### src/rtl/core/sdq_pkg.sv
package sdq_pkg;

    localparam int QUEUE_DEPTH_DEF = 16;
    localparam int TAG_WIDTH_DEF   = 16;

    // Width of the dividend and of the quotient in the tempo divider.
    localparam int DIV_STEPS = 64;

    typedef enum logic [1:0] {
        MODE_PUSH  = 2'd0,
        MODE_POP   = 2'd1,
        MODE_CLEAR = 2'd2,
        MODE_TEMPO = 2'd3
    } mode_t;

    typedef enum logic [1:0] {
        ST_OK         = 2'd0,
        ST_FULL       = 2'd1,
        ST_EMPTY      = 2'd2,
        ST_ZERO_TEMPO = 2'd3
    } status_t;

    typedef enum logic [3:0] {
        S_IDLE,
        S_PUSH_RD,
        S_PUSH_CMP,
        S_POP_RD,
        S_POP_HEAD,
        S_ADJ_RD,
        S_ADJ_MUL_LO,
        S_ADJ_MUL_HI,
        S_ADJ_START,
        S_ADJ_DIV,
        S_FINISH
    } state_t;

    typedef struct packed {
        mode_t       mode;
        logic [63:0] event_time;
        logic [15:0] entry_tag;
        logic [31:0] tempo_from;
        logic [31:0] tempo_to;
    } item_t;

    typedef struct packed {
        logic [15:0] popped_tag;
        logic        pop_valid;
        logic [63:0] head_time;
        logic        queue_empty;
        logic [4:0]  entry_count;
        status_t     status;
    } result_t;

endpackage

### src/rtl/core/sdq_div.sv
module sdq_div (
    input  logic        clk,
    input  logic        rst_n,
    input  logic        start,
    input  logic [63:0] dividend,
    input  logic [31:0] divisor,
    output logic        done,
    output logic [63:0] quotient
);

    localparam int CNT_W = $clog2(sdq_pkg::DIV_STEPS + 1);

    logic [31:0]      rem_reg;
    logic [63:0]      quo_reg;
    logic [CNT_W-1:0] cnt_reg;
    logic             busy_reg;
    logic             done_reg;
    logic [32:0]      trial;
    logic             take;

    // Restoring division, one quotient bit per cycle. The remainder stays
    // below the divisor, so 32 bits hold it.
    assign trial = {rem_reg, quo_reg[63]};
    assign take  = (trial >= {1'b0, divisor});

    always_ff @(posedge clk or negedge rst_n)
    begin
        if (!rst_n)
        begin
            busy_reg <= 1'b0;
            done_reg <= 1'b0;
            cnt_reg  <= '0;
        end
        else
        begin
            done_reg <= 1'b0;
            if (start)
            begin
                busy_reg <= 1'b1;
                cnt_reg  <= CNT_W'(sdq_pkg::DIV_STEPS);
            end
            else if (busy_reg)
            begin
                cnt_reg <= cnt_reg - CNT_W'(1);
                if (cnt_reg == CNT_W'(1))
                begin
                    busy_reg <= 1'b0;
                    done_reg <= 1'b1;
                end
            end
        end
    end

    always_ff @(posedge clk)
    begin
        if (start)
        begin
            rem_reg <= '0;
            quo_reg <= dividend;
        end
        else if (busy_reg)
        begin
            rem_reg <= take ? 32'(trial - {1'b0, divisor}) : trial[31:0];
            quo_reg <= {quo_reg[62:0], take};
        end
    end

    assign done     = done_reg;
    assign quotient = quo_reg;

endmodule

### config.mk
export PLATFORM = sky130hd
export DESIGN_NAME = sdq_div
export DESIGN_NICKNAME = d
export VERILOG_FILES = /design/src/rtl/core/sdq_pkg.sv /design/src/rtl/core/sdq_div.sv
export SDC_FILE = /design/constraint.sdc
export NUM_CORES = 1
export LEC_CHECK = 0
export BUFFER_PORTS_ARGS = -buffer_cell sky130_fd_sc_hd__buf_4
export CAP_MARGIN = 20
export CORE_ASPECT_RATIO = 2
export CORE_MARGIN = 3
export CORE_UTILIZATION = 49
export CTS_CLUSTER_SIZE = 16
export DETAILED_ROUTE_END_ITERATION = 8
export GPL_TIMING_DRIVEN = 0
export PLACE_DENSITY = 0.78
export SKIP_CTS_REPAIR_TIMING = 1
export SLEW_MARGIN = 20
export SYNTH_ARGS = -nofsm -noshare
export SYNTH_HDL_FRONTEND = slang
export SYNTH_SLANG_ARGS = --single-unit
export TNS_END_PERCENT = 10
### constraint.sdc
create_clock -name clk -period 2.4 [get_ports clk]
set_input_delay 0.48 -clock clk [delete_from_list [all_inputs] [get_ports clk]]
set_output_delay 0.48 -clock clk [all_outputs]
set_load 0.02 [all_outputs]
=== Yosys cells after proc, flatten, opt, wreduce, memory -nomap -nowiden ===
Index checks and enable logic that the tools add are counted.

* Reductions and logical operators: 1
* Add/subtract/negate cells: 2
* Muxes and demuxes: 11
* Equality and inequality tests: 1
* $lt $le $gt $ge: 1

{| class="wikitable"
|+ Operators with widths
! cell !! count
|-
| $mux 64 || 2
|-
| $ge 33x32->1 || 1
|-
| $mux 32 || 1
|-
| $sub 32x32->32 || 1
|-
| $mux 7 || 2
|-
| $eq 7x1->1 const B || 1
|-
| $sub 7x1->7 const B || 1
|-
| $mux 1 || 6
|-
| $reduce_bool 2->1 || 1
|}

* Bits in registers: 105
* Word-level logic and storage cells: 21
* Bits of input ports: 99
* Output and inout port bits: 65

=== Logic depth before layout (Yosys ltp) ===
Gate-level depths: netlist (run 1).

* Depth after elaboration: 4
* Mapped depth: 13
* Gate-level depth less buffers: 12

=== Worst setup path before layout (run 1) ===
No wires, ideal clock.

* Path kind: input to register
* Start point: input divisor[4]
* End point: register rem_reg[20]
* Required time: 2309 ps
* Path slack: -434 ps
* Cell stages on the path: 12
* Buffers on the path: 1
* Data arrival time: 2743 ps
* Setup time: 91 ps
* Path through: inv_1 ha_1 clkbuf_1 a21o_1 a21oi_1 a21oi_1 a311oi_1 o21ai_1 a221oi_1 xnor2_1 nand2_1 a311oi_1

* Word-level cells in the longest chain between the ends: 2
* Elaborated cells between the ends (all ways): 3
* Classes of those cells: add/sub (1); order compare (1); mux (1)

{| class="wikitable"
|+ Ends and longest elaborated chain
! what !! RTL line !! source
|-
| from (decl) || sdq_div.sv:6 || <nowiki>input logic [31:0] divisor,</nowiki>
|-
| $sub 32x32->32 or $ge 33x32->1 (tied branches) || sdq_div.sv:63, sdq_div.sv:24 ||
|-
| $mux 32 (*) || sdq_div.sv:63 || <nowiki>rem_reg <= take ? 32'(trial - {1'b0, divisor}) : trial[31:0];</nowiki>
|-
| to (signal assigned) || sdq_div.sv:63 ||
|-
| to (decl) || sdq_div.sv:13 || <nowiki>logic [31:0] rem_reg;</nowiki>
|}

Every way passes the cells marked *; elsewhere a longest branch is shown, timed or not.
A chain may end at the register's enable or synchronous reset.

=== Final worst setup path (run 1) ===
* Start point: register quo_reg[63], in the netlist quotient[63]
* End point: register rem_reg[30]

* Word-level cells in the longest chain between the ends: 2
* Elaborated cells between the ends (all ways): 3
* Classes of those cells: add/sub (1); order compare (1); mux (1)

{| class="wikitable"
|+ Ends and longest elaborated chain
! what !! RTL line !! source
|-
| from (decl) || sdq_div.sv:14 || <nowiki>logic [63:0] quo_reg;</nowiki>
|-
| from (signal assigned) || sdq_div.sv:59 || <nowiki>quo_reg <= dividend;</nowiki>
|-
| from (signal assigned) || sdq_div.sv:64 || <nowiki>quo_reg <= {quo_reg[62:0], take};</nowiki>
|-
| $sub 32x32->32 or $ge 33x32->1 (tied branches) || sdq_div.sv:63, sdq_div.sv:24 ||
|-
| $mux 32 (*) || sdq_div.sv:63 ||
|}

Marked as above.

==> results of run 1 <==
-- where the power goes --
group	switching [uW]	internal [uW]
Clock	783	749
Sequential	421	2410
Combinational	2710	2390
-- through the flow --
| stage | std cells | util (%) |
|---|---|---|
| 2_1_floorplan | 642 | - |
| 6_report | 978 | 69.6 |
| 4_1_cts | 970 | 66.7 |
| 5_1_grt | 978 | 69.6 |
| 3_5_place_dp | 954 | 64.4 |
| 3_3_place_gp | 954 | 64.3 |
-- per-layer routing --
metal  part of all wire, %  wire [um]  track usage (%)
met4                   4.9        947             12.7
met1                    33       6310             25.8
met5                     0          0                0
met3                   8.1       1570             7.04
met2                    54      10500             46.7
-- area by class of cell --
class / instances / area, sq um / area share, %
Multi-Input combinational cell: 458 / 3820 / 43.2
Inverter: 43 / 161 / 1.83
Buffer: 34 / 243 / 2.75
Clock inverter: 7 / 77.6 / 0.878
Tap cell: 150 / 188 / 2.12
Sequential cell: 105 / 2800 / 31.6
Timing Repair Buffer: 172 / 1330 / 15.0
Clock buffer: 9 / 225 / 2.55
-- kinds of logic (layout without fill, tap and decap cells) --
| kind of cell | after synthesis | count (layout) |
|---|---|---|
| simple gates | 188 | 188 |
| compound gates | 142 | 142 |
| flops | 105 | 105 |
| buf+inv | 79 | 265 |
| mux | 67 | 67 |
| fa+ha+maj | 35 | 35 |
| xor+xnor | 26 | 26 |
-- layout by cell type, fill, tap and decap left out, drive strengths merged, types with 4 or more instances in the layout --
cell	n
inv	48
edfxtp	64
o2111ai	5
xor2	8
ha	34
dfxtp	32
dfrtp	9
o21bai	7
nand2	59
a211oi	13
nor2b	10
nand3	9
o21ai	21
nand2b	8
nand4	8
nor3	10
buf	181
nor4	4
a21oi	31
xnor2	18
a31oi	10
nor2	64
a311oi	19
clkbuf	33
a21o	11
mux2	64
-- worst max path at each step --
| stage | start | to | depth (start not counted) |
|---|---|---|---|
| 3_3_place_gp | start | quotient[8]$_DFFE_PP_ | 4 |
| 4_1_cts | rem_reg[5]$_SDFFE_PP0P_ | rem_reg[29]$_SDFFE_PP0P_ | 10 |
| 5_1_grt | quotient[63]$_DFFE_PP_ | rem_reg[30]$_SDFFE_PP0P_ | 12 |
| 2_1_floorplan | start | quotient[0]$_DFFE_PP_ | 4 |
| 6_report | quotient[63]$_DFFE_PP_ | rem_reg[30]$_SDFFE_PP0P_ | 12 |
| 3_5_place_dp | divisor[6] | rem_reg[27]$_SDFFE_PP0P_ | 12 |
==> results.md, run 1 <==
* Power Total at 9470 uW
* Post-synthesis mux area share at 11.7%
* CP Max Fanout at 4
* Power Density at 1070 nW/um^2
* Critical Path Most Common Cell: o21ai_2
* Ys async rst share at 8.57%
* Mean routed wirelength per cell at 19.7 um
* Fill cells at 951
* Hold Slack at 425 ps
* Largest area contributor in the netlist: edfxtp_1
* Status: finished with violations
* CP delay by family, top: compound AO/OA/AOI/OAI gates
* DP Area at 8170 sq um
* Vias post-DR at 5849
* N_diodes at 0
* Hpwl dp at 14600 um
* Largest cells by area after synthesis: edfxtp_1, mux2_2, dfxtp_1
* Cts bufs inserted at 9
* Core area at between 10000 and 15000 sq um
* Worst hold-check path type: input pin to register
* Warnings, synthesis at 0
* GRT overflow at 0
* Setup WS pre-CTS at -824 ps
* Slowest stage cell, crit path: edfxtp_1
* Placer Congestion at 0.918
* Compound-Gate Fraction of Synth Area at 15.6%
* Synth Area in Adders at approximately 7%
* GRT Total Usage at 25.7%
* Worst hold stages at 2
* Number of synthesized flops with an enable pin at 64
* Die height at 168 um
* FF-to-FF Start: quotient[63]$_DFFE_PP_
* Synth Area in XOR/XNOR at 3.56%
* Largest net degree at the start of global routing at 65
* DIE AREA at 14500 sq um
* Vias per cell at 5.98
* Worst-path cell chain: inv_2, ha_4, fa_2, nor2b_4, o2111ai_4, a21oi_4, a311oi_4, o21ai_2, a31oi_4, o21ai_2, mux2i_1, a311oi_1
* Clk pin slew, worst setup/hold paths at 80 ps
* Layout Nets at between 900 and 1000
* Design Area, Final at just under 9000 sq um
* CTS tree: built
* Area share of the leading cell type in the synthesized netlist at between 30% and 40%
* Layout cells sized above 1 at 42.8%
* Die X at 86.8 um
* Starting DRC count in detailed routing at around 430
* Worst skew pair latency at roughly 350 ps
* Final Skew at 7.25 ps
* DRT Wirelength at 19300 um
* P&R area growth vs syn at 38.2%
* Crit Path Category: register to register
* Total of max-cap violations at 0
* Hold Crit Start: dividend[40]
* Post-Syn Nets at 776
* Worst Path Arrival at 3130 ps
* Flop-to-flop setup slack at -480 ps
* Clock buffer depth at 2
* Maximum VDD drop at 0.000751 V
* Largest family of logic cells by synthesized area: compound AO/OA/AOI/OAI gates
* # clock sinks at ~110
* CP endpoint kind: register
* Failing checks: setup timing
* Final ANT Viol Nets at 0
* DRC viols at 0
* Leakage power at 0.00374 uW
* Post-synth top cells: edfxtp_1, mux2_2, nor2_1
* Synth Cell Area at about 6400 sq um
* Worst Setup Start Kind: register
* Unrepaired setup endpoints after global routing: true
* Top_reg_cell synth: edfxtp_1
* Period Utilization, post-route at 120%
* Mapped Cells at roughly 640
* Initial antenna violation count at 0
* IO Pins at 164
* Worst EP required at 2640 ps
* Hold path endpoint: quotient[40]$_DFFE_PP_
* Yosys cell types at 61
* First-pass GRT wire length at 29100 um
* Port Buffers at approximately 160
* Fin Setup TNS at -11650 ps
* Slew @ Worst Pin at 864 ps
* Vias in the first global route at 5907
* Fmax at roughly 350 MHz
* Seq cells post-synth at 105
* Htree depth at 3
* Clk root buf: clkbuf_16
* Crit path largest cell delay at 390 ps
* Simple-Gate Fraction of Synth Area at 13.6%
* Starting Density at 50.4%
* Final WS setup at -484 ps
* Buffers & Inverters on Critical Path at 1
* Worst rel slew slack at between 40% and 50%
* Rows at slightly below 60
* R2R Path End: rem_reg[30]$_SDFFE_PP0P_
* # setup viols final at 97
* Post-layout minimum cycle time at 2880 ps
* Reg2Reg Depth at 12
* DRT Pass-1 Iters at 7
* Hold Fails Final Rpt at 0
* Max FFs per register at 64
* Final Max Slew Viols at 0
* Mean post-synth cell area at 9.97 sq um
* Seq/Total Area, Yosys at 43.6%
Note: power is estimated with default switching activity, not from simulation.
==> inputs of run 2 (changes only) <==
--- a/config.mk
+++ b/config.mk
@@ -10,10 +10,11 @@
 export CORE_ASPECT_RATIO = 2
 export CORE_MARGIN = 3
-export CORE_UTILIZATION = 49
+export CORE_UTILIZATION = 54
 export CTS_CLUSTER_SIZE = 16
 export DETAILED_ROUTE_END_ITERATION = 8
 export GPL_TIMING_DRIVEN = 0
-export PLACE_DENSITY = 0.78
+export PLACE_DENSITY = 0.81
 export SKIP_CTS_REPAIR_TIMING = 1
+export SKIP_LAST_GASP = 1
 export SLEW_MARGIN = 20
 export SYNTH_ARGS = -nofsm -noshare
==> constraint.sdc (replaced) <==
create_clock -name clk -period 3.2 [get_ports clk]
set_input_delay 0.64 -clock clk [delete_from_list [all_inputs] [get_ports clk]]
set_output_delay 0.64 -clock clk [all_outputs]
set_load 0.05 [all_outputs]
==> run 2 against run 1 <==
The run still ends with setup timing left; largest power group unchanged; wire length fell by 5.7%; via count fell by 2.0%; count of clock-buffer cells in the layout rose by 1; cell count fell by 1.6%.
==> results.md, run 2 (synthesis gave the netlist of run 1 again) <==
* Status: finished with violations
* Failing checks: setup timing
* First-pass GRT wire length at 29300 um
* Power Density at between 800 and 900 nW/um^2
* Final WS setup at -22.4 ps
* Htree depth at 3
* Final core occ at 71.2%
* Worst skew pair latency at around 350 ps
* GRT Total Usage at 27.2%
* Slew @ Worst Pin at 856 ps
* Layout cells sized above 1 at between 30% and 40%
* Clk root buf: clkbuf_16
* Most common cell after layout, fill and taps aside: buf_4
* Placer Congestion at 0.938
* Port Buffers at between 150 and 200
* Initial antenna violation count at 0
* DIE AREA at between 10000 and 15000 sq um
* CP endpoint kind: register
* Vias per cell at between 5 and 6
* Crit path largest cell delay at 420 ps
* Max FFs per register at 64
* Period Utilization, post-route at 101%
* CP Max Fanout at 10
* Hpwl dp at 14000 um
* Cts bufs inserted at 9
* Vias in the first global route at 6169
* Core area at 11400 sq um
* Worst EP required at about 3300 ps
* Crit Path Category: input pin to register
* # setup viols final at 1
* Starting DRC count in detailed routing at 369
* Starting Density at 56.0%
* Fin Setup TNS at -22.4 ps
* DRC viols at 0
* Die X at 83.0 um
* Hold Fails Final Rpt at 0
* Final Skew at 10.1 ps
* Layout Nets at 949
* Worst-path cell chain: buf_4, inv_1, ha_1, a211oi_1, nor2_1, nor4b_1, o21ai_2, o2111ai_2, nand2_1, buf_2, mux2_2
* N_diodes at 0
* Post-layout minimum cycle time at 3220 ps
* CTS tree: built
* Unrepaired setup endpoints after global routing: true
* Maximum VDD drop at 0.000609 V
* GRT overflow at 0
* DRT Pass-1 Iters at 5
* IO Pins at 164
* Leakage power at 0.00357 uW
* Power Total at 6550 uW
* DRT Wirelength at about 18000 um
* Slowest stage cell, crit path: nor4b_1
* Worst hold-check path type: input pin to async pin
* Commonest cells after routing, fill and taps aside: buf_4, mux2_2, edfxtp_1
* Clock buffer depth at 2
* Worst Setup Start Kind: input pin
* Final ANT Viol Nets at 0
* Die height at 160 um
* Largest net degree at the start of global routing at 65
* Worst rel slew slack at 42.9%
* Vias post-DR at 5734
* Final Max Slew Viols at 0
* Mean routed wirelength per cell at 18.9 um
* Total of max-cap violations at 0
* Clk pin slew, worst setup/hold paths at 80 ps
* Worst Path Arrival at approximately 3300 ps
* Fmax at 310 MHz
* Setup WS pre-CTS at -562 ps
* P&R area growth vs syn at 27.1%
* Rows at 55
* # clock sinks at 105
run 2: worst max-delay path, delay by kind of cell:
| kind | cells | cell delay (ps) |
|---|---|---|
| adders and majority gates | 1 | 370 |
| AOI/OAI and AO/OA | 3 | 740 |
| and+or+nand+nor | 3 | 820 |
| buffers and inverters | 3 | 440 |
| muxes | 1 | 300 |
run 2: path summary, 6_finish.rpt:
kind,startpoint,end,cells after the start,slack (ps)
setup reg to reg,rem_reg[5]$_SDFFE_PP0P_,quotient[0]$_DFFE_PP_,9,40
hold / removal,rst_n,cnt_reg[5]$_DFFE_PN0P_,1,100
setup / recovery,divisor[6],quotient[0]$_DFFE_PP_,11,-20
min in group clk,rem_reg[13]$_SDFFE_PP0P_,rem_reg[14]$_SDFFE_PP0P_,2,490
max in group asynchronous,rst_n,busy_reg$_DFF_PN0_,1,2960
hold reg to reg,rem_reg[13]$_SDFFE_PP0P_,rem_reg[14]$_SDFFE_PP0P_,2,490
run 2: power by group:
part	total (uW)	internal, uW	switching, uW
sequential	2070	1800	270
combinational	3380	1320	2060
clock	1100	552	548
run 2: final cells by class:
cell class / count / area, sq um
Inverter: 43 / 161
Multi-Input combinational cell: 458 / 3340
Tap cell: 142 / 178
Clock inverter: 6 / 62.6
Clock buffer: 10 / 229
Fill cell: 902 / 3290
Sequential cell: 105 / 2790
Timing Repair Buffer: 162 / 1220
Buffer: 36 / 156
run 2: stage by stage:
step           cell area, sq um  std cells  hold slack, ps
5_1_grt                    8140        962            96.2
3_3_place_gp               7790        946             466
2_1_floorplan              6400        642             344
4_1_cts                    8090        962            96.6
6_report                   8140        962            98.3
3_5_place_dp               7790        946             469
run 2: layer usage:
layer	track usage, %	wire length, um	part of all wire (%)
met2	50.2	9780	54
met5	0	0	0
met4	12.7	783	4.3
met1	27.5	6140	34
met3	8.11	1520	8.3
==> inputs of run 3 (changes only) <==
CORE_UTILIZATION = 58   (was 54)
PLACE_DENSITY = 0.86   (was 0.81)
clock period = 3.8 ns   (was 3.2 ns; I/O delays follow)
==> run 3 against run 2 <==
The run now ends clean; sequential share of layout area is 0.22 points higher; clock skew decreased by 2.3 ps; setup slack gained 140 ps; cell area down 0.63%; via count grew 2.4%; wire length grew 6.5%; combinational power decreased by 16%; register-to-register slack improved by 220 ps.
==> results.md, run 3 (synthesis gave the netlist of run 1 again) <==
* Mean routed wirelength per cell at a little over 20 um
* Most common cell after layout, fill and taps aside: buf_4
* Vias post-DR at between 5000 and 6000
* DRC viols at 0
* N_diodes at 0
* Worst hold-check path type: input pin to async pin
* Core area at 10600 sq um
* Vias in the first global route at just over 6000
* Starting Density at 60.3%
* Power Density at 685 nW/um^2
* Cts bufs inserted at 9
* Worst-path cell chain: buf_4, inv_1, ha_1, clkbuf_1, a21o_1, a21oi_1, a21oi_1, a311oi_1, o21ai_1, a221oi_1, xnor2_1, nand2_1, a311oi_1
* Hpwl dp at between 10000 and 15000 um
* Clock buffer depth at 2
* Slew @ Worst Pin at 1000 ps
* Status: finished, final reports clean
* Buffers & Inverters on Critical Path at 3
* Crit Path Category: input pin to register
* Vias per cell at 6.14
* Final WS setup at 120 ps
* Setup WS pre-CTS at -149 ps
* Reg2Reg Depth at 12
* Layout Nets at 949
* Slowest stage cell, crit path: a311oi_1
* Final Skew at 7.88 ps
* Power Total at 5530 uW
* Maximum VDD drop at 0.000497 V
* Leakage power at 0.00356 uW
* Worst skew pair latency at ~350 ps
* Port Buffers at 162
* CP delay by family, top: compound AO/OA/AOI/OAI gates
* DRT Wirelength at 19400 um
* Htree depth at 3
* Worst rel slew slack at 32.9%
* Period Utilization, post-route at 96.8%
* CTS tree: built
* Clk pin slew, worst setup/hold paths at 80 ps
* Die X at 80.3 um
* Unrepaired setup endpoints after global routing: false
* GRT overflow at 0
* Crit path largest cell delay at 850 ps
* Worst EP required at 4070 ps
* IO Pins at between 150 and 200
* CP Max Fanout at 7
* Hold Fails Final Rpt at 0
* Initial antenna violation count at 0
* Max FFs per register at 64
* # setup viols final at 0
* Clk root buf: clkbuf_16
* DRT Pass-1 Iters at 8
* Worst Setup Start Kind: input pin
* Worst Path Arrival at just under 4000 ps
* Placer Congestion at 0.972
* Die height at 155 um
* GRT Total Usage at 32.3%
* DIE AREA at 12400 sq um
* Final Max Slew Viols at 0
* Total of max-cap violations at 0
* CP endpoint kind: register
* First-pass GRT wire length at about 30000 um
* Starting DRC count in detailed routing at 404
* Rows at 53
* Fmax at 272 MHz
* Layout cells sized above 1 at 31.8%
* Largest net degree at the start of global routing at 65
* WP depth at 13
* # clock sinks at approximately 110
* Commonest cells after routing, fill and taps aside: buf_4, mux2_2, nor2_1, edfxtp_1, nand2_1
* P&R area growth vs syn at 26.3%
* Post-layout minimum cycle time at 3680 ps
* Final ANT Viol Nets at 0
run 3: metal layers:
| metal | wire length [um] | GRT usage (%) | part of all wire, % | vias up |
|---|---|---|---|---|
| li1 | - | - | - | 2691 |
| met1 | 6650 | 33.5 | 34 | 2787 |
| met2 | 10300 | 58.0 | 53 | 327 |
| met3 | 1530 | 8.92 | 7.9 | 67 |
| met4 | 907 | 15.4 | 4.7 | 0 |
| met5 | 0 | 0 | 0 | - |
run 3: power by group:
part           internal (uW)  leakage (uW)  total [uW]  switching [uW]
Clock                    467      0.000147         951             484
Combinational           1090       0.00237        2840            1740
Sequential              1520       0.00105        1740             229
run 3: worst paths after layout:
path	slack (ps)	startpoint	end
max	120	divisor[4]	rem_reg[20]$_SDFFE_PP0P_
min	210	rst_n	cnt_reg[4]$_DFFE_PN0P_
max reg2reg	260	quotient[63]$_DFFE_PP_	rem_reg[20]$_SDFFE_PP0P_
min reg2reg	500	rem_reg[13]$_SDFFE_PP0P_	rem_reg[14]$_SDFFE_PP0P_
max in group asynchronous	3450	rst_n	cnt_reg[5]$_DFFE_PN0P_
min in group clk	500	rem_reg[13]$_SDFFE_PP0P_	rem_reg[14]$_SDFFE_PP0P_
run 3: metrics by stage:
stage	hold slack (ps)	area (sq um)	instances	TNS [ps]	utilization, %
2_1_floorplan	463	6400	642	0	-
3_3_place_gp	480	7790	941	-170	73.4
3_5_place_dp	494	7790	941	-193	73.4
4_1_cts	212	8080	957	0	76.2
5_1_grt	212	8080	957	0	76.2
6_report	212	8080	957	0	76.2
run 3: final cells by class:
class                           count  area, sq um
Sequential cell                   105         2790
Tap cell                          137          171
Timing Repair Buffer              162         1220
Buffer                             36          155
Clock buffer                        9          225
Fill cell                         730         2530
Multi-Input combinational cell    458         3300
Clock inverter                      7         70.1
Inverter                           43          161
